### src/design/assert_macros.svh
// assertion macros of the basis evaluator, used by its asserting top level
// expects clk_i and rst_ni in the scope of each use
`ifndef ASSERT_MACROS_SVH
`define ASSERT_MACROS_SVH

// same-cycle implication, checked on every rising edge outside reset
`define BBE_ASSERT_IMP(lbl, ante, cons) \
  lbl: assert property (@(posedge clk_i) disable iff (!rst_ni) (ante) |-> (cons)) \
    else $error("assertion failed: same-cycle implication");

// next-cycle implication, checked on every rising edge outside reset
`define BBE_ASSERT_NXT(lbl, ante, cons) \
  lbl: assert property (@(posedge clk_i) disable iff (!rst_ni) (ante) |=> (cons)) \
    else $error("assertion failed: next-cycle implication");

`endif

### src/design/bbe_pkg.sv
// types, constants and helper functions of the b-spline basis evaluator
// no dependencies; used by bbe_term_unit, bbe_ctrl and the top level
`timescale 1ns / 1ps

package bbe_pkg;

  // field widths
  localparam int PARAM_W   = 23;
  localparam int INDEX_W   = 6;
  localparam int FRAC_BITS = 16;
  localparam int VALUE_W   = FRAC_BITS + 1;
  localparam int ORD_W     = 4;
  localparam int PTS_W     = 7;
  localparam int CFG_W     = 7;
  localparam int CFG_IDX_W = 1;

  // point count saturation
  localparam int MAX_POINTS = 64;

  // register reset values
  localparam logic [ORD_W-1:0] ORDER_RST  = 4'd4;
  localparam logic [PTS_W-1:0] POINTS_RST = 7'd8;

  // register indexes
  localparam logic [CFG_IDX_W-1:0] REG_SPLINE_ORDER = 1'b0;
  localparam logic [CFG_IDX_W-1:0] REG_POINT_COUNT  = 1'b1;

  // knot and fixed point widths
  localparam int KNOT_W = PTS_W;
  localparam int FX_W   = KNOT_W + FRAC_BITS;
  localparam int POS_W  = 8;
  localparam int DEN_W  = 4;
  localparam logic [VALUE_W-1:0] ONE_FX = VALUE_W'(1) << FRAC_BITS;

  // term unit widths: product, quotient, reciprocal
  localparam int PROD_W      = PARAM_W + VALUE_W;
  localparam int QUOT_W      = PROD_W - FRAC_BITS;
  localparam int RECIP_SHIFT = 28;
  localparam int RECIP_W     = RECIP_SHIFT + 1;
  localparam int QP_W        = QUOT_W + RECIP_W;

  typedef struct packed {
    logic [PARAM_W-1:0] param_value;
    logic [INDEX_W-1:0] basis_index;
  } bbe_in_t;

  typedef struct packed {
    logic [VALUE_W-1:0] basis_value;
    logic               index_error;
  } bbe_out_t;

  // effective configuration seen by the sequencer
  typedef struct packed {
    logic [ORD_W-1:0] order;
    logic [PTS_W-1:0] points;
  } bbe_cfg_t;

  // request to the shared term unit
  typedef struct packed {
    logic               valid;
    logic [PARAM_W-1:0] num;
    logic [VALUE_W-1:0] basis;
    logic [DEN_W-1:0]   den;
  } bbe_req_t;

  // response of the shared term unit
  typedef struct packed {
    logic              valid;
    logic [QUOT_W-1:0] quot;
  } bbe_rsp_t;

  typedef enum logic [2:0] {
    ST_IDLE,
    ST_INIT,
    ST_TERM1,
    ST_WAIT1,
    ST_TERM2,
    ST_WAIT2,
    ST_NODE,
    ST_ALIGN
  } bbe_state_e;

  // ceil(2^RECIP_SHIFT / d), exact floor division for quotients below 2^QUOT_W
  function automatic logic [RECIP_W-1:0] recip(logic [DEN_W-1:0] d);
    logic [RECIP_W-1:0] r;
    case (d)
      4'd1:    r = 29'd268435456;
      4'd2:    r = 29'd134217728;
      4'd3:    r = 29'd89478486;
      4'd4:    r = 29'd67108864;
      4'd5:    r = 29'd53687092;
      4'd6:    r = 29'd44739243;
      4'd7:    r = 29'd38347923;
      4'd8:    r = 29'd33554432;
      4'd9:    r = 29'd29826162;
      4'd10:   r = 29'd26843546;
      4'd11:   r = 29'd24403224;
      4'd12:   r = 29'd22369622;
      4'd13:   r = 29'd20648882;
      4'd14:   r = 29'd19173962;
      4'd15:   r = 29'd17895698;
      default: r = '0;
    endcase
    return r;
  endfunction

  // clamped uniform knot at position pos
  function automatic logic [KNOT_W-1:0] knot_at(logic [POS_W-1:0] pos,
                                                logic [ORD_W-1:0] k,
                                                logic [PTS_W-1:0] n);
    int v;
    int top;
    v   = int'(pos) - int'(k) + 1;
    top = int'(n) - int'(k) + 1;
    if (v < 0) v = 0;
    if (v > top) v = top;
    return KNOT_W'(v);
  endfunction

endpackage

### src/design/bbe_term_unit.sv
// shared term unit: product of parameter difference and basis value, then
// rounded division by the scaled knot difference via a reciprocal table
// depends on bbe_pkg
`timescale 1ns / 1ps

module bbe_term_unit (
  input  logic              clk_i,
  input  logic              rst_ni,
  input  bbe_pkg::bbe_req_t req_i,
  output bbe_pkg::bbe_rsp_t rsp_o
);

  logic                             v1_q, v2_q;
  logic [bbe_pkg::PROD_W-1:0]       prod_q, prod_d;
  logic [bbe_pkg::DEN_W-1:0]        den_q;
  logic [bbe_pkg::QP_W-1:0]         qprod_q, qprod_d;
  logic [bbe_pkg::PROD_W-1:0]       rnd_sum;
  logic [bbe_pkg::QUOT_W-1:0]       y_val;
  logic [bbe_pkg::RECIP_W-1:0]      rcp;

  // stage one: exact product
  assign prod_d = bbe_pkg::PROD_W'(req_i.num) * bbe_pkg::PROD_W'(req_i.basis);

  // stage two: add half the divisor, drop fraction bits, multiply by reciprocal
  always_comb begin
    rnd_sum = prod_q + (bbe_pkg::PROD_W'(den_q) << (bbe_pkg::FRAC_BITS - 1));
    y_val   = rnd_sum[bbe_pkg::PROD_W-1:bbe_pkg::FRAC_BITS];
    rcp     = bbe_pkg::recip(den_q);
    qprod_d = bbe_pkg::QP_W'(y_val) * bbe_pkg::QP_W'(rcp);
  end

  // valid pipeline
  always_ff @(posedge clk_i or negedge rst_ni) begin
    if (!rst_ni) begin
      v1_q <= 1'b0;
      v2_q <= 1'b0;
    end else begin
      v1_q <= req_i.valid;
      v2_q <= v1_q;
    end
  end

  // payload pipeline
  always_ff @(posedge clk_i) begin
    prod_q  <= prod_d;
    den_q   <= req_i.den;
    qprod_q <= qprod_d;
  end

  assign rsp_o.valid = v2_q;
  assign rsp_o.quot  = qprod_q[bbe_pkg::RECIP_SHIFT +: bbe_pkg::QUOT_W];

endmodule

### src/design/bbe_ctrl.sv
// sequencer of the cox-de boor recurrence: basis slots, level and node
// counters, term issue to the shared unit; depends on bbe_pkg
`timescale 1ns / 1ps

module bbe_ctrl #(
  parameter int MAX_ORDER = 8
) (
  input  logic              clk_i,
  input  logic              rst_ni,
  input  logic              start_i,
  input  bbe_pkg::bbe_in_t  in_i,
  input  bbe_pkg::bbe_cfg_t cfg_i,
  output bbe_pkg::bbe_req_t req_o,
  input  bbe_pkg::bbe_rsp_t rsp_i,
  output logic              busy_o,
  output logic              result_stb_o,
  output bbe_pkg::bbe_out_t result_o
);

  localparam int SLOT_W = $clog2(MAX_ORDER);

  bbe_pkg::bbe_state_e              state_q, state_d;
  logic [bbe_pkg::PARAM_W-1:0]      u_q, u_d;
  logic [bbe_pkg::INDEX_W-1:0]      i_q, i_d;
  logic [bbe_pkg::ORD_W-1:0]        j_q, j_d;
  logic [bbe_pkg::ORD_W-1:0]        lvl_q, lvl_d;
  logic [SLOT_W-1:0]                rot_q, rot_d;
  logic [bbe_pkg::QUOT_W-1:0]       acc_q, acc_d;
  logic [bbe_pkg::VALUE_W-1:0]      slot_q [MAX_ORDER];
  logic [bbe_pkg::VALUE_W-1:0]      slot_d [MAX_ORDER];
  logic [bbe_pkg::VALUE_W-1:0]      init_v [MAX_ORDER];
  logic                             stb_q, stb_d;
  bbe_pkg::bbe_out_t                res_q, res_d;

  logic [bbe_pkg::ORD_W-1:0]        p_deg;
  logic                             idx_err;
  logic                             last_lvl, last_node;
  logic [bbe_pkg::POS_W-1:0]        pos_a, pos_aq, pos_a1, pos_aq1;
  logic [bbe_pkg::KNOT_W-1:0]       ta, taq, ta1, taq1;
  logic [bbe_pkg::FX_W-1:0]         fa, fq1;
  logic                             act1, act2;
  logic [bbe_pkg::QUOT_W:0]         node_sum;
  logic [bbe_pkg::VALUE_W-1:0]      node_val;
  logic [bbe_pkg::POS_W-1:0]        init_lo_pos, init_hi_pos;
  logic [bbe_pkg::FX_W-1:0]         init_lo, init_hi;

  // item decode: degree, index range, knots of the current node
  always_comb begin
    p_deg     = cfg_i.order - bbe_pkg::ORD_W'(1);
    idx_err   = {1'b0, i_q} >= cfg_i.points;
    last_lvl  = lvl_q == p_deg;
    last_node = j_q == (p_deg - lvl_q);
    pos_a     = bbe_pkg::POS_W'(i_q) + bbe_pkg::POS_W'(j_q);
    pos_aq    = pos_a + bbe_pkg::POS_W'(lvl_q);
    pos_a1    = pos_a + bbe_pkg::POS_W'(1);
    pos_aq1   = pos_aq + bbe_pkg::POS_W'(1);
    ta        = bbe_pkg::knot_at(pos_a, cfg_i.order, cfg_i.points);
    taq       = bbe_pkg::knot_at(pos_aq, cfg_i.order, cfg_i.points);
    ta1       = bbe_pkg::knot_at(pos_a1, cfg_i.order, cfg_i.points);
    taq1      = bbe_pkg::knot_at(pos_aq1, cfg_i.order, cfg_i.points);
    fa        = {ta, {bbe_pkg::FRAC_BITS{1'b0}}};
    fq1       = {taq1, {bbe_pkg::FRAC_BITS{1'b0}}};
    // a term is issued only when it can be nonzero
    act1      = (taq != ta) && (u_q >= fa) && (slot_q[0] != '0);
    act2      = (taq1 != ta1) && (fq1 >= u_q) && (slot_q[1] != '0);
    node_sum  = {1'b0, acc_q} + (rsp_i.valid ? {1'b0, rsp_i.quot} : '0);
    node_val  = (node_sum > (bbe_pkg::QUOT_W + 1)'(bbe_pkg::ONE_FX)) ?
                bbe_pkg::ONE_FX : node_sum[bbe_pkg::VALUE_W-1:0];
  end

  // degree-zero values: one half-open interval test per slot
  always_comb begin
    for (int s = 0; s < MAX_ORDER; s++) begin
      init_lo_pos = bbe_pkg::POS_W'(i_q) + bbe_pkg::POS_W'(s);
      init_hi_pos = init_lo_pos + bbe_pkg::POS_W'(1);
      init_lo = {bbe_pkg::knot_at(init_lo_pos, cfg_i.order, cfg_i.points),
                 {bbe_pkg::FRAC_BITS{1'b0}}};
      init_hi = {bbe_pkg::knot_at(init_hi_pos, cfg_i.order, cfg_i.points),
                 {bbe_pkg::FRAC_BITS{1'b0}}};
      init_v[s] = (s <= int'(p_deg) && u_q >= init_lo && u_q < init_hi) ?
                  bbe_pkg::ONE_FX : '0;
    end
  end

  // next state
  always_comb begin
    state_d = state_q;
    case (state_q)
      bbe_pkg::ST_IDLE: begin
        if (start_i) state_d = bbe_pkg::ST_INIT;
      end
      bbe_pkg::ST_INIT: begin
        if (idx_err || p_deg == '0) state_d = bbe_pkg::ST_IDLE;
        else state_d = bbe_pkg::ST_TERM1;
      end
      bbe_pkg::ST_TERM1: begin
        state_d = act1 ? bbe_pkg::ST_WAIT1 : bbe_pkg::ST_TERM2;
      end
      bbe_pkg::ST_WAIT1: state_d = bbe_pkg::ST_TERM2;
      bbe_pkg::ST_TERM2: begin
        state_d = act2 ? bbe_pkg::ST_WAIT2 : bbe_pkg::ST_NODE;
      end
      bbe_pkg::ST_WAIT2: state_d = bbe_pkg::ST_NODE;
      bbe_pkg::ST_NODE: begin
        if (last_lvl) state_d = bbe_pkg::ST_IDLE;
        else if (last_node) state_d = bbe_pkg::ST_ALIGN;
        else state_d = bbe_pkg::ST_TERM1;
      end
      bbe_pkg::ST_ALIGN: begin
        if (rot_q == SLOT_W'(1)) state_d = bbe_pkg::ST_TERM1;
      end
      default: state_d = bbe_pkg::ST_IDLE;
    endcase
  end

  // datapath and outputs per state
  always_comb begin
    u_d   = u_q;
    i_d   = i_q;
    j_d   = j_q;
    lvl_d = lvl_q;
    rot_d = rot_q;
    acc_d = acc_q;
    stb_d = 1'b0;
    res_d = res_q;
    req_o = '0;
    for (int s = 0; s < MAX_ORDER; s++) slot_d[s] = slot_q[s];
    case (state_q)
      bbe_pkg::ST_IDLE: begin
        if (start_i) begin
          u_d = in_i.param_value;
          i_d = in_i.basis_index;
        end
      end
      bbe_pkg::ST_INIT: begin
        for (int s = 0; s < MAX_ORDER; s++) slot_d[s] = init_v[s];
        j_d   = '0;
        lvl_d = bbe_pkg::ORD_W'(1);
        if (idx_err) begin
          stb_d = 1'b1;
          res_d = '{basis_value: '0, index_error: 1'b1};
        end else if (p_deg == '0) begin
          stb_d = 1'b1;
          res_d = '{basis_value: init_v[0], index_error: 1'b0};
        end
      end
      // left term: (u - t_a) * N(a) / (t_(a+q) - t_a)
      bbe_pkg::ST_TERM1: begin
        if (act1) begin
          req_o.valid = 1'b1;
          req_o.num   = u_q - fa;
          req_o.basis = slot_q[0];
          req_o.den   = bbe_pkg::DEN_W'(taq - ta);
        end
      end
      // right term: (t_(a+q+1) - u) * N(a+1) / (t_(a+q+1) - t_(a+1))
      bbe_pkg::ST_TERM2: begin
        acc_d = rsp_i.valid ? rsp_i.quot : '0;
        if (act2) begin
          req_o.valid = 1'b1;
          req_o.num   = fq1 - u_q;
          req_o.basis = slot_q[1];
          req_o.den   = bbe_pkg::DEN_W'(taq1 - ta1);
        end
      end
      // node done: shift slots down, new value enters at the top
      bbe_pkg::ST_NODE: begin
        for (int s = 0; s < MAX_ORDER - 1; s++) slot_d[s] = slot_q[s + 1];
        slot_d[MAX_ORDER-1] = node_val;
        j_d = j_q + bbe_pkg::ORD_W'(1);
        if (last_lvl) begin
          stb_d = 1'b1;
          res_d = '{basis_value: node_val, index_error: 1'b0};
        end else if (last_node) begin
          rot_d = SLOT_W'(MAX_ORDER - (int'(p_deg) - int'(lvl_q) + 1));
        end
      end
      // rotate the new level back to slot zero
      bbe_pkg::ST_ALIGN: begin
        for (int s = 0; s < MAX_ORDER - 1; s++) slot_d[s] = slot_q[s + 1];
        slot_d[MAX_ORDER-1] = slot_q[0];
        if (rot_q == SLOT_W'(1)) begin
          lvl_d = lvl_q + bbe_pkg::ORD_W'(1);
          j_d   = '0;
        end else begin
          rot_d = rot_q - SLOT_W'(1);
        end
      end
      default: ;
    endcase
  end

  // control registers
  always_ff @(posedge clk_i or negedge rst_ni) begin
    if (!rst_ni) begin
      state_q <= bbe_pkg::ST_IDLE;
      stb_q   <= 1'b0;
    end else begin
      state_q <= state_d;
      stb_q   <= stb_d;
    end
  end

  // payload registers
  always_ff @(posedge clk_i) begin
    u_q   <= u_d;
    i_q   <= i_d;
    j_q   <= j_d;
    lvl_q <= lvl_d;
    rot_q <= rot_d;
    acc_q <= acc_d;
    res_q <= res_d;
    for (int s = 0; s < MAX_ORDER; s++) slot_q[s] <= slot_d[s];
  end

  assign busy_o       = state_q != bbe_pkg::ST_IDLE;
  assign result_stb_o = stb_q;
  assign result_o     = res_q;

endmodule

### src/design/bspline_basis_eval_unit.sv
// top level of the b-spline basis evaluator: configuration registers,
// sequencer and shared term unit; depends on bbe_pkg, bbe_ctrl, bbe_term_unit
//
// usage:
//   input: drive in_i and raise start; the transaction is taken at a rising
//   edge with start high and busy low. busy stays high while the item runs.
//   output: result_o is valid for exactly one cycle with result_stb_o high;
//   the receiver cannot stall and must take it in that cycle.
//   configuration: cfg_we_i writes cfg_wdata_i into register cfg_idx_i
//   (0 spline order, 1 point count) at once; write only while busy is low.
//   sequence: for an index error or order one the result is decided in the
//   init state and registered onto the strobe; otherwise, after the init
//   state, each node runs a left-term, a right-term and a node state, with a
//   wait state after each issued term. every term passes through the one
//   two-stage multiply and reciprocal unit, and the basis slots realign by
//   one rotation per cycle after each level below the top.
//   throughput: one item at a time; a new start may be taken in the strobe
//   cycle. reset returns to idle with order 4 and point count 8.
`timescale 1ns / 1ps
`include "assert_macros.svh"

module bspline_basis_eval_unit #(
  parameter int MAX_ORDER = 8
) (
  input  logic                            clk_i,
  input  logic                            rst_ni,
  input  logic                            start,
  output logic                            busy,
  input  bbe_pkg::bbe_in_t                in_i,
  output logic                            result_stb_o,
  output bbe_pkg::bbe_out_t               result_o,
  input  logic                            cfg_we_i,
  input  logic [bbe_pkg::CFG_IDX_W-1:0]   cfg_idx_i,
  input  logic [bbe_pkg::CFG_W-1:0]       cfg_wdata_i
);

  logic [bbe_pkg::ORD_W-1:0] order_q;
  logic [bbe_pkg::PTS_W-1:0] points_q;
  logic [bbe_pkg::ORD_W-1:0] ord_eff;
  logic [bbe_pkg::PTS_W-1:0] pts_eff;
  bbe_pkg::bbe_cfg_t         cfg_eff;
  bbe_pkg::bbe_req_t         unit_req;
  bbe_pkg::bbe_rsp_t         unit_rsp;

  // configuration registers
  always_ff @(posedge clk_i or negedge rst_ni) begin
    if (!rst_ni) begin
      order_q  <= bbe_pkg::ORDER_RST;
      points_q <= bbe_pkg::POINTS_RST;
    end else if (cfg_we_i) begin
      case (cfg_idx_i)
        bbe_pkg::REG_SPLINE_ORDER: order_q  <= cfg_wdata_i[bbe_pkg::ORD_W-1:0];
        bbe_pkg::REG_POINT_COUNT:  points_q <= cfg_wdata_i[bbe_pkg::PTS_W-1:0];
        default: ;
      endcase
    end
  end

  // effective order and point count after saturation
  always_comb begin
    ord_eff = order_q;
    if (ord_eff == '0) ord_eff = bbe_pkg::ORD_W'(1);
    if (int'(ord_eff) > MAX_ORDER) ord_eff = bbe_pkg::ORD_W'(MAX_ORDER);
    pts_eff = points_q;
    if (int'(pts_eff) > bbe_pkg::MAX_POINTS) pts_eff = bbe_pkg::PTS_W'(bbe_pkg::MAX_POINTS);
    if (pts_eff < bbe_pkg::PTS_W'(ord_eff)) pts_eff = bbe_pkg::PTS_W'(ord_eff);
    cfg_eff = '{order: ord_eff, points: pts_eff};
  end

  // recurrence sequencer
  bbe_ctrl #(
    .MAX_ORDER (MAX_ORDER)
  ) u_ctrl (
    .clk_i        (clk_i),
    .rst_ni       (rst_ni),
    .start_i      (start),
    .in_i         (in_i),
    .cfg_i        (cfg_eff),
    .req_o        (unit_req),
    .rsp_i        (unit_rsp),
    .busy_o       (busy),
    .result_stb_o (result_stb_o),
    .result_o     (result_o)
  );

  // shared multiply and divide unit
  bbe_term_unit u_term (
    .clk_i  (clk_i),
    .rst_ni (rst_ni),
    .req_i  (unit_req),
    .rsp_o  (unit_rsp)
  );

  // checks
  `BBE_ASSERT_IMP(a_done_strobes, $fell(busy), result_stb_o)
  `BBE_ASSERT_IMP(a_strobe_ends_item, result_stb_o, $past(busy))
  `BBE_ASSERT_NXT(a_accept_busy, start && !busy, busy)
  `BBE_ASSERT_IMP(a_err_zero, result_stb_o && result_o.index_error, result_o.basis_value == '0)
  `BBE_ASSERT_IMP(a_value_le_one, result_stb_o, result_o.basis_value <= bbe_pkg::ONE_FX)

endmodule
### config.mk
export PLATFORM = sky130hd
export DESIGN_NAME = bspline_basis_eval_unit
export DESIGN_NICKNAME = d
export VERILOG_FILES = /design/src/design/bbe_pkg.sv /design/src/design/bbe_term_unit.sv /design/src/design/bbe_ctrl.sv /design/src/design/bspline_basis_eval_unit.sv
export VERILOG_INCLUDE_DIRS = /design/src /design/src/design
export SDC_FILE = /design/constraint.sdc
export NUM_CORES = 2
export LEC_CHECK = 0
export BUFFER_PORTS_ARGS = -buffer_cell sky130_fd_sc_hd__buf_2
export CORE_AREA = 8 8 499 624
export CTS_CLUSTER_SIZE = 10
export DETAILED_ROUTE_END_ITERATION = 16
export DIE_AREA = 0 0 507 632
export HOLD_SLACK_MARGIN = 0.08
export PLACE_DENSITY = 0.45
export SETUP_SLACK_MARGIN = 0.15
export SYNTH_ARGS = -nofsm -noshare
export SYNTH_HDL_FRONTEND = slang
export SYNTH_SLANG_ARGS = --single-unit
### constraint.sdc
create_clock -name clk_i -period 26.6 [get_ports clk_i]
set_clock_uncertainty 0.1 [all_clocks]
set_input_delay 0 -clock clk_i [delete_from_list [all_inputs] [get_ports clk_i]]
set_output_delay 0 -clock clk_i [all_outputs]
set_load 0.01 [all_outputs]
Word-level counts from Yosys, hierarchy flattened. Memory sizes are Yosys's and may differ from the RTL's. A register that Yosys moved wholly into a read port is not among the register bits. Index checks and enable logic that the tools add are counted.

$add $sub $neg: 72. $mul: 2. Order comparisons: 68. Eq/ne operators: 19. Mux-type cells: 80. Bitwise gates (word level): 1. Reduce and logical (&&, ||, !) cells: 38.

Operators with widths (count): 32-bit by 2-bit adder with 32-bit output (second input constant) (19); 32-bit by 9-bit > comparator with 1-bit output (19); 32-bit by 1-bit less-than comparator with 1-bit output (second input constant) (19); 32-bit 2-to-1 mux (19); 136-bit one-hot mux with 3 select lines (1); 23-bit >= comparator (10); 23-bit less-than comparator (8); 8-bit by 4-bit subtractor with 9-bit output (18); 17-bit 2-to-1 mux (9); 7-bit 2-to-1 mux (21); 45-bit 2-to-1 mux (2); 45-bit one-hot mux with 2 select lines (1); 8-bit by 1-bit adder with 8-bit output (second input constant) (9); 18-bit 2-to-1 mux (3); 24-bit by 29-bit multiplier with 52-bit output (1); 23-bit subtractor (2); 40-bit by 19-bit adder with 40-bit output (1); 23-bit by 17-bit multiplier with 40-bit output (1); 18-bit one-hot mux with 2 select lines (1); 17-bit nonzero test (2); 6-bit by 3-bit adder with 7-bit output (second input constant) (4); 24-bit by 25-bit adder with 25-bit output (1); 25-bit by 17-bit > comparator with 1-bit output (second input constant) (1); 24-bit 2-to-1 mux (1); 48 further kinds (107).

Flip-flop bits (word level): 195. Memory bits (writable): 136. Memory bits (read-only): 464. Memories: 2.

Memories: (name not given) (depth 16, width 29, read ports 1, clocked after memory_dff 1, write ports 0, RTL line bbe_pkg.sv:86) `case (d)`; u_ctrl.slot_q (depth 8, width 17, read ports 8, clocked after memory_dff 0, write ports 8, RTL line bbe_ctrl.sv:29) `logic [bbe_pkg::VALUE_W-1:0] slot_q [MAX_ORDER];`.

Longest topological paths before layout.
Word-level depth: 16. Gate-level depth with buffers: 71.

Cells and area by module. A second synthesis with hierarchy kept.

Cell total of the unflattened synthesis: 7099. Area total of the unflattened synthesis: 63669.8 um2.

By module, submodules not included: bbe_term_unit (times used 1, cells an instance 3943, area each 35597.9 um2, seq. area each 1591.5 um2); bbe_ctrl (times used 1, cells an instance 3102, area each 27430.1 um2, seq. area each 6646.4 um2); bspline_basis_eval_unit (times used 1, cells an instance 54, area each 641.9 um2, seq. area each 277.8 um2).

Least setup slack after synthesis. Ideal clock, no wire load.

Path kind: flip-flop to flip-flop. Start: register order_q[3] in the netlist's numbering. End: register u_term.prod_q[39] in the netlist's numbering. Setup time: 0.121 ns. Arrival time: 18.825 ns. Required time: 26.379 ns. Path slack: 7.554 ns. Stages on the path, launching flop included: 65. Buffers on the path: 4. Clock period less this slack: 19.046 ns. Cell sequence: dfrtp_1 > inv_1 > nand2_1 > ha_1 > o21a_1 > o21ai_0 > nand2b_1 > a211o_1 > nor2_1 > a21o_1 > inv_1 > ha_1 > clkinv_1 > clkbuf_1 > ha_1 > nand2_1 > o31a_1 > inv_2 > [... 29 more ...] > fa_1 > fa_1 > inv_1 > fa_1 > inv_1 > fa_1 > inv_1 > ha_1 > o2111ai_1 > o22a_1 > nor3_1 > o2111ai_1 > a311oi_1 > o21ai_0 > a311oi_1 > a21o_1 > a21oi_1 > xnor2_1.

Word-level cells in the longest chain between the ends: 16. Elaborated cells on any way between the ends: 46. Classes of those cells: add/sub: 12; mul: 1; order compare: 12; eq/ne: 2; mux: 14; reduce/logical: 5.

Ends and longest elaborated chain: start, declared (RTL line bspline_basis_eval_unit.sv:37) `logic [bbe_pkg::ORD_W-1:0] order_q;`; start signal, assigned (RTL line bspline_basis_eval_unit.sv:48) `order_q <= bbe_pkg::ORDER_RST;`; start signal, assigned (RTL line bspline_basis_eval_unit.sv:52) `bbe_pkg::REG_SPLINE_ORDER: order_q <= cfg_wdata_i[bbe_pkg::ORD_W-1:0];`; 4-bit logical NOT (RTL line bspline_basis_eval_unit.sv:62) `if (ord_eff == '0) ord_eff = bbe_pkg::ORD_W'(1);`; 4-bit 2-to-1 mux (*) (RTL line bspline_basis_eval_unit.sv:62); 4-bit > comparator (RTL line bspline_basis_eval_unit.sv:63) `if (int'(ord_eff) > MAX_ORDER) ord_eff = bbe_pkg::ORD_W'(MAX_ORDER);`; 4-bit 2-to-1 mux (*) (RTL line bspline_basis_eval_unit.sv:63); 8-bit by 4-bit subtractor with 9-bit output or 7-bit by 4-bit less-than comparator with 1-bit output (tied branches) (RTL line bbe_pkg.sv:113, bspline_basis_eval_unit.sv:66); 32-bit by 2-bit adder with 32-bit output or 7-bit 2-to-1 mux (tied branches) (RTL line bbe_pkg.sv:113, bspline_basis_eval_unit.sv:66); 32-bit by 1-bit less-than comparator with 1-bit output or 7-bit by 4-bit subtractor with 8-bit output (tied branches) (RTL line bbe_pkg.sv:115, bbe_pkg.sv:114); 32-bit 2-to-1 mux or 8-bit by 2-bit adder with 9-bit output (tied branches) (RTL line bbe_pkg.sv:115, bbe_pkg.sv:114); 32-bit by 9-bit > comparator with 1-bit output (RTL line bbe_pkg.sv:116) `if (v > top) v = top;`; 7-bit 2-to-1 mux (RTL line bbe_pkg.sv:116); 23-bit >= comparator (tied with other cells) (RTL line bbe_ctrl.sv:65) `act2 = (taq1 != ta1) && (fq1 >= u_q) && (slot_q[1] != '0);`; 1-bit logical AND, on equally long branches (2 in series) (RTL line bbe_ctrl.sv:65, bbe_ctrl.sv:64); 45-bit 2-to-1 mux, on equally long branches (RTL line bbe_ctrl.sv:159, bbe_ctrl.sv:149); 45-bit one-hot mux with 2 select lines (*) (RTL line bbe_ctrl.sv:128) `case (state_q)`; 23-bit by 17-bit multiplier with 40-bit output (*) (RTL line bbe_term_unit.sv:22) `assign prod_d = bbe_pkg::PROD_W'(req_i.num) * bbe_pkg::PROD_W'(req_i.basis);`; via u_term.prod_d (one bit) (RTL line bbe_term_unit.sv:14) `logic [bbe_pkg::PROD_W-1:0] prod_q, prod_d;`; end signal, assigned (RTL line bbe_term_unit.sv:45) `prod_q <= prod_d;`; end, declared (RTL line bbe_term_unit.sv:14).

The timed path passes the listed nets; every way through them passes the cells marked *. A chain may end at the register's enable or synchronous reset.

Worst setup path after layout.
Start: register u_ctrl.i_q[1] in the netlist's numbering. End: register u_term.prod_q[39] in the netlist's numbering.

Word-level cells in the longest chain between the ends: 15. Elaborated cells on any way between the ends: 42. Classes of those cells: add/sub: 14; mul: 1; order compare: 10; eq/ne: 2; mux: 11; reduce/logical: 4.

Ends and longest elaborated chain: start, declared (RTL line bbe_ctrl.sv:24) `logic [bbe_pkg::INDEX_W-1:0] i_q, i_d;`; start signal, assigned (RTL line bbe_ctrl.sv:207) `i_q <= i_d;`; 6-bit by 4-bit adder with 7-bit output (*) (RTL line bbe_ctrl.sv:53) `pos_a = bbe_pkg::POS_W'(i_q) + bbe_pkg::POS_W'(j_q);`; 7-bit by 4-bit adder with 8-bit output (RTL line bbe_ctrl.sv:54) `pos_aq = pos_a + bbe_pkg::POS_W'(lvl_q);`; 8-bit by 1-bit adder with 8-bit output (RTL line bbe_ctrl.sv:56) `pos_aq1 = pos_aq + bbe_pkg::POS_W'(1);`; 8-bit by 4-bit subtractor with 9-bit output (RTL line bbe_pkg.sv:113) `v = int'(pos) - int'(k) + 1;`; 32-bit by 2-bit adder with 32-bit output (RTL line bbe_pkg.sv:113); 32-bit by 1-bit less-than comparator with 1-bit output (RTL line bbe_pkg.sv:115) `if (v < 0) v = 0;`; 32-bit 2-to-1 mux (RTL line bbe_pkg.sv:115); 32-bit by 9-bit > comparator with 1-bit output (RTL line bbe_pkg.sv:116); 7-bit 2-to-1 mux (RTL line bbe_pkg.sv:116); 23-bit >= comparator or 7-bit inequality test (tied branches) (RTL line bbe_ctrl.sv:65); 1-bit logical AND (2 in series) (RTL line bbe_ctrl.sv:65); 45-bit 2-to-1 mux (RTL line bbe_ctrl.sv:159) `if (act2) begin`; 45-bit one-hot mux with 2 select lines (*) (RTL line bbe_ctrl.sv:128); 23-bit by 17-bit multiplier with 40-bit output (*) (RTL line bbe_term_unit.sv:22); via u_term.prod_d (one bit) (RTL line bbe_term_unit.sv:14).

Marked as above.

==> flow_summary.yaml <==
status:
  status: "completed"
synthesis:
  yosysTopAreaCellShare_pct: 24.6
  synth_async_sr_flop_share_pct: 5.45
  synthesis.area_um2: 74900
  yosysWarnings: 0
  postSynthAreaPerCell_um2: 8.81
  yosys.area.top_type: "fa_1"
  syn_inst: 8509
  ys_types: 118
  synthTopCellsByCount: "1208 x ha_1, 1132 x inv_1, 921 x fa_1, 880 x nand2_1, 504 x nor2_1"
  synth-main-ff-cell: "edfxtp_1"
  yosysMostFrequentCell: "ha_1"
  ys_ff_latch: 312
  ys_seq_area_share_pct: 11.4
  synthTopCellsByArea: "fa_1 25%, ha_1 20%, edfxtp_1 8.7%"
  synth_edf_count: 218
sta:
  relSlewSlack_pct: 15.4
  fin_crit_sh_pct: 68.4
  hold_viol: 0
  finalMaxSlewViolations: 0
  final.setup.tns_ns: 0
  tightest_slew_ns: 1.27
  grt_setup_unrepaired: "no"
  max_freq_mhz: 54.9
  post-route-min-period_ns: 18.21
  setup-violations-final: 0
setup_path:
  cpMostUsedCell: "fa_1"
  r2r_slack_ns: 8.39
  cp-end-kind: "register"
  arrival_ns: 18.68
  cp.required_ns: 27.08
  path_class: "register to register"
  worst-path-buf-inv: 7
  crit_family: "adder cells"
  crit_slowest_cell: "nor2_1"
  crit_path_max_fanout: 43
  slowest_delay_ns: 0.97
  crit_path_start_kind: "register"
worst_hold_path:
  hold_path.class: "primary input to register"
final_layout:
  drive_gt1_share_pct: 4.73
  fin_area_um2: 82800
  synthToLayoutAreaGrowth_pct: 10.6
  fin_nets: 10787
routing:
  drt-total-wl_um: 251000
  drt_iter0_drc: 3022
  detail-route-antenna-nets: 0
  routed-via-count: 60448
  drc: 0
  via_per_inst: 4.78
  dr.pass1.iters: 7
  wl_per_cell_um: 19.8
clock_tree:
  clock-sinks: 312
  max-clock-path-buffers: 3
  cts_tree: "built"
  cts_setup_buffers: 0
  cts_buffers: 42
  path_clk_slew_ns: 0.06
  cts_root_buf: "clkbuf_16"
  clock_latency_ns: 0.65
  htreeDepth: 2
floorplan:
  coreArea_um2: 301000
  initial_utilization_pct: 24.9
  chipWidth_um: 507
  rows: 226
  boundaryPins: 61
  dieArea_um2: 320000
  die_height_um: 632
global_route:
  grt_use_total_pct: 15.4
  grt_pass1_wl_um: 386000
  antenna_found_initial: 16
  overflow: 0
  grt_pass1_vias: 64535
  grt_max_degree: 116
place:
  place.gp.congestion: 0.881
  dpl-instance-area_um2: 80600
  port_buffers: 60
  hpwl_um: 199000
flow_run:
  maxCapViolCount: 0
==> flip-flops by register name (all words and copies together) (netlist names) <==
register and flops:
u_term.qprod_q 24, u_term.rcp 24, u_ctrl.j_q 4, u_ctrl.acc_q 24, order_q 4, u_term.prod_q 25
u_ctrl.u_q 23, u_term.den_q 4, u_ctrl.result_o 18, u_ctrl.rot_q 3, u_term.v1_q 1, u_ctrl.i_q 6
points_q 7, u_ctrl.lvl_q 4, u_term.v2_q 1, u_ctrl.state_q 3, u_ctrl.slot_q 136, u_ctrl.result_stb_o 1
==> per-layer routing <==
metal  up-vias  track usage [%]  part of all wire [%]
li1      28561                -                     -
met1     30317             18.0                    40
met2      1192             29.7                    53
met3       378             1.09                   3.1
met4         0             4.83                   3.5
met5         -                0                     0
==> worst paths after layout <==
path,startpoint,to,depth (start not counted)
max,u_ctrl.i_q[1],u_term.prod_q[39],55
min,start,u_ctrl.state_q[0],4
max reg2reg,u_ctrl.i_q[1],u_term.prod_q[39],55
min reg2reg,u_term.v1_q,u_term.v2_q,0
max in group asynchronous,rst_ni,u_ctrl.state_q[1],4
min in group asynchronous,rst_ni,order_q[2],3
==> cell usage in the layout (no fill, tap or decap), types with 27 or more instances in the layout <==
master and count:
buf_4 133, o21a_1 100, ha_1 1208, and3_1 161
dfxtp_1 67, mux2i_1 114, nand3_1 162, dlygate4sd3_1 82
nor3_1 105, a22o_1 32, o21ai_0 182, buf_2 60
nand2_1 879, conb_1 93, nor2_1 501, nor4_1 49
fa_1 921, a21o_1 217, clkbuf_16 42, and2_1 393
xor2_1 104, or3_1 41, o31ai_1 28, xnor2_1 203
nand4_1 155, a22oi_1 27, inv_1 1132, a21oi_1 355
or2_2 32, nand2b_1 102, edfxtp_1 218, nor2b_1 281
a211oi_1 30
==> tightest hold or removal path, stage by stage <==
cell and delay, ns:
dlygate4sd3_1 0.58, buf_2 0.17, nor2_1 0.10, a21oi_1 0.04
==> stage by stage <==
step	util, %	worst slack (ns)	cells	hold WS, ns
floorplan	-	7.55	8601	-0.396
global placement	26.7	8.51	12480	-0.0710
finish	27.5	8.39	12640	0.191
CTS	27.5	8.31	12637	0.177
detailed placement	26.7	8.39	12480	-0.0672
global route	27.5	7.39	12638	0.213
==> timing repair <==
action,CTS,global route
resized for setup,0,0
hold buffers,83,0
endpoints found under the hold margin,58,0
==> cell type report <==
cell class / instances / area (um^2)
Fill cell: 32465 / 219000
Multi-Input combinational cell: 6848 / 61500
Sequential cell: 312 / 8530
Tap cell: 3990 / 4990
Inverter: 1137 / 4280
Timing Repair Buffer: 276 / 2140
Clock buffer: 64 / 1180
Clock inverter: 10 / 214
Antenna cell: 3 / 7.51
==> logic make-up after synthesis <==
group	after synthesis	share of synthesized area (%)
AND/OR/NAND/NOR	2944	19.8
XOR/XNOR	343	4.16
other	1	0.00500
multiplexers	134	1.82
buffers and inverters	1441	7.40
adder cells (fa/ha/maj)	2131	44.8
AO/OA/AOI/OAI	1203	10.7
flip-flops	312	11.4
Power is left out: the tool's default activity adds up to more than one toggle a clock period on the data nets, which glitch-free logic cannot reach.
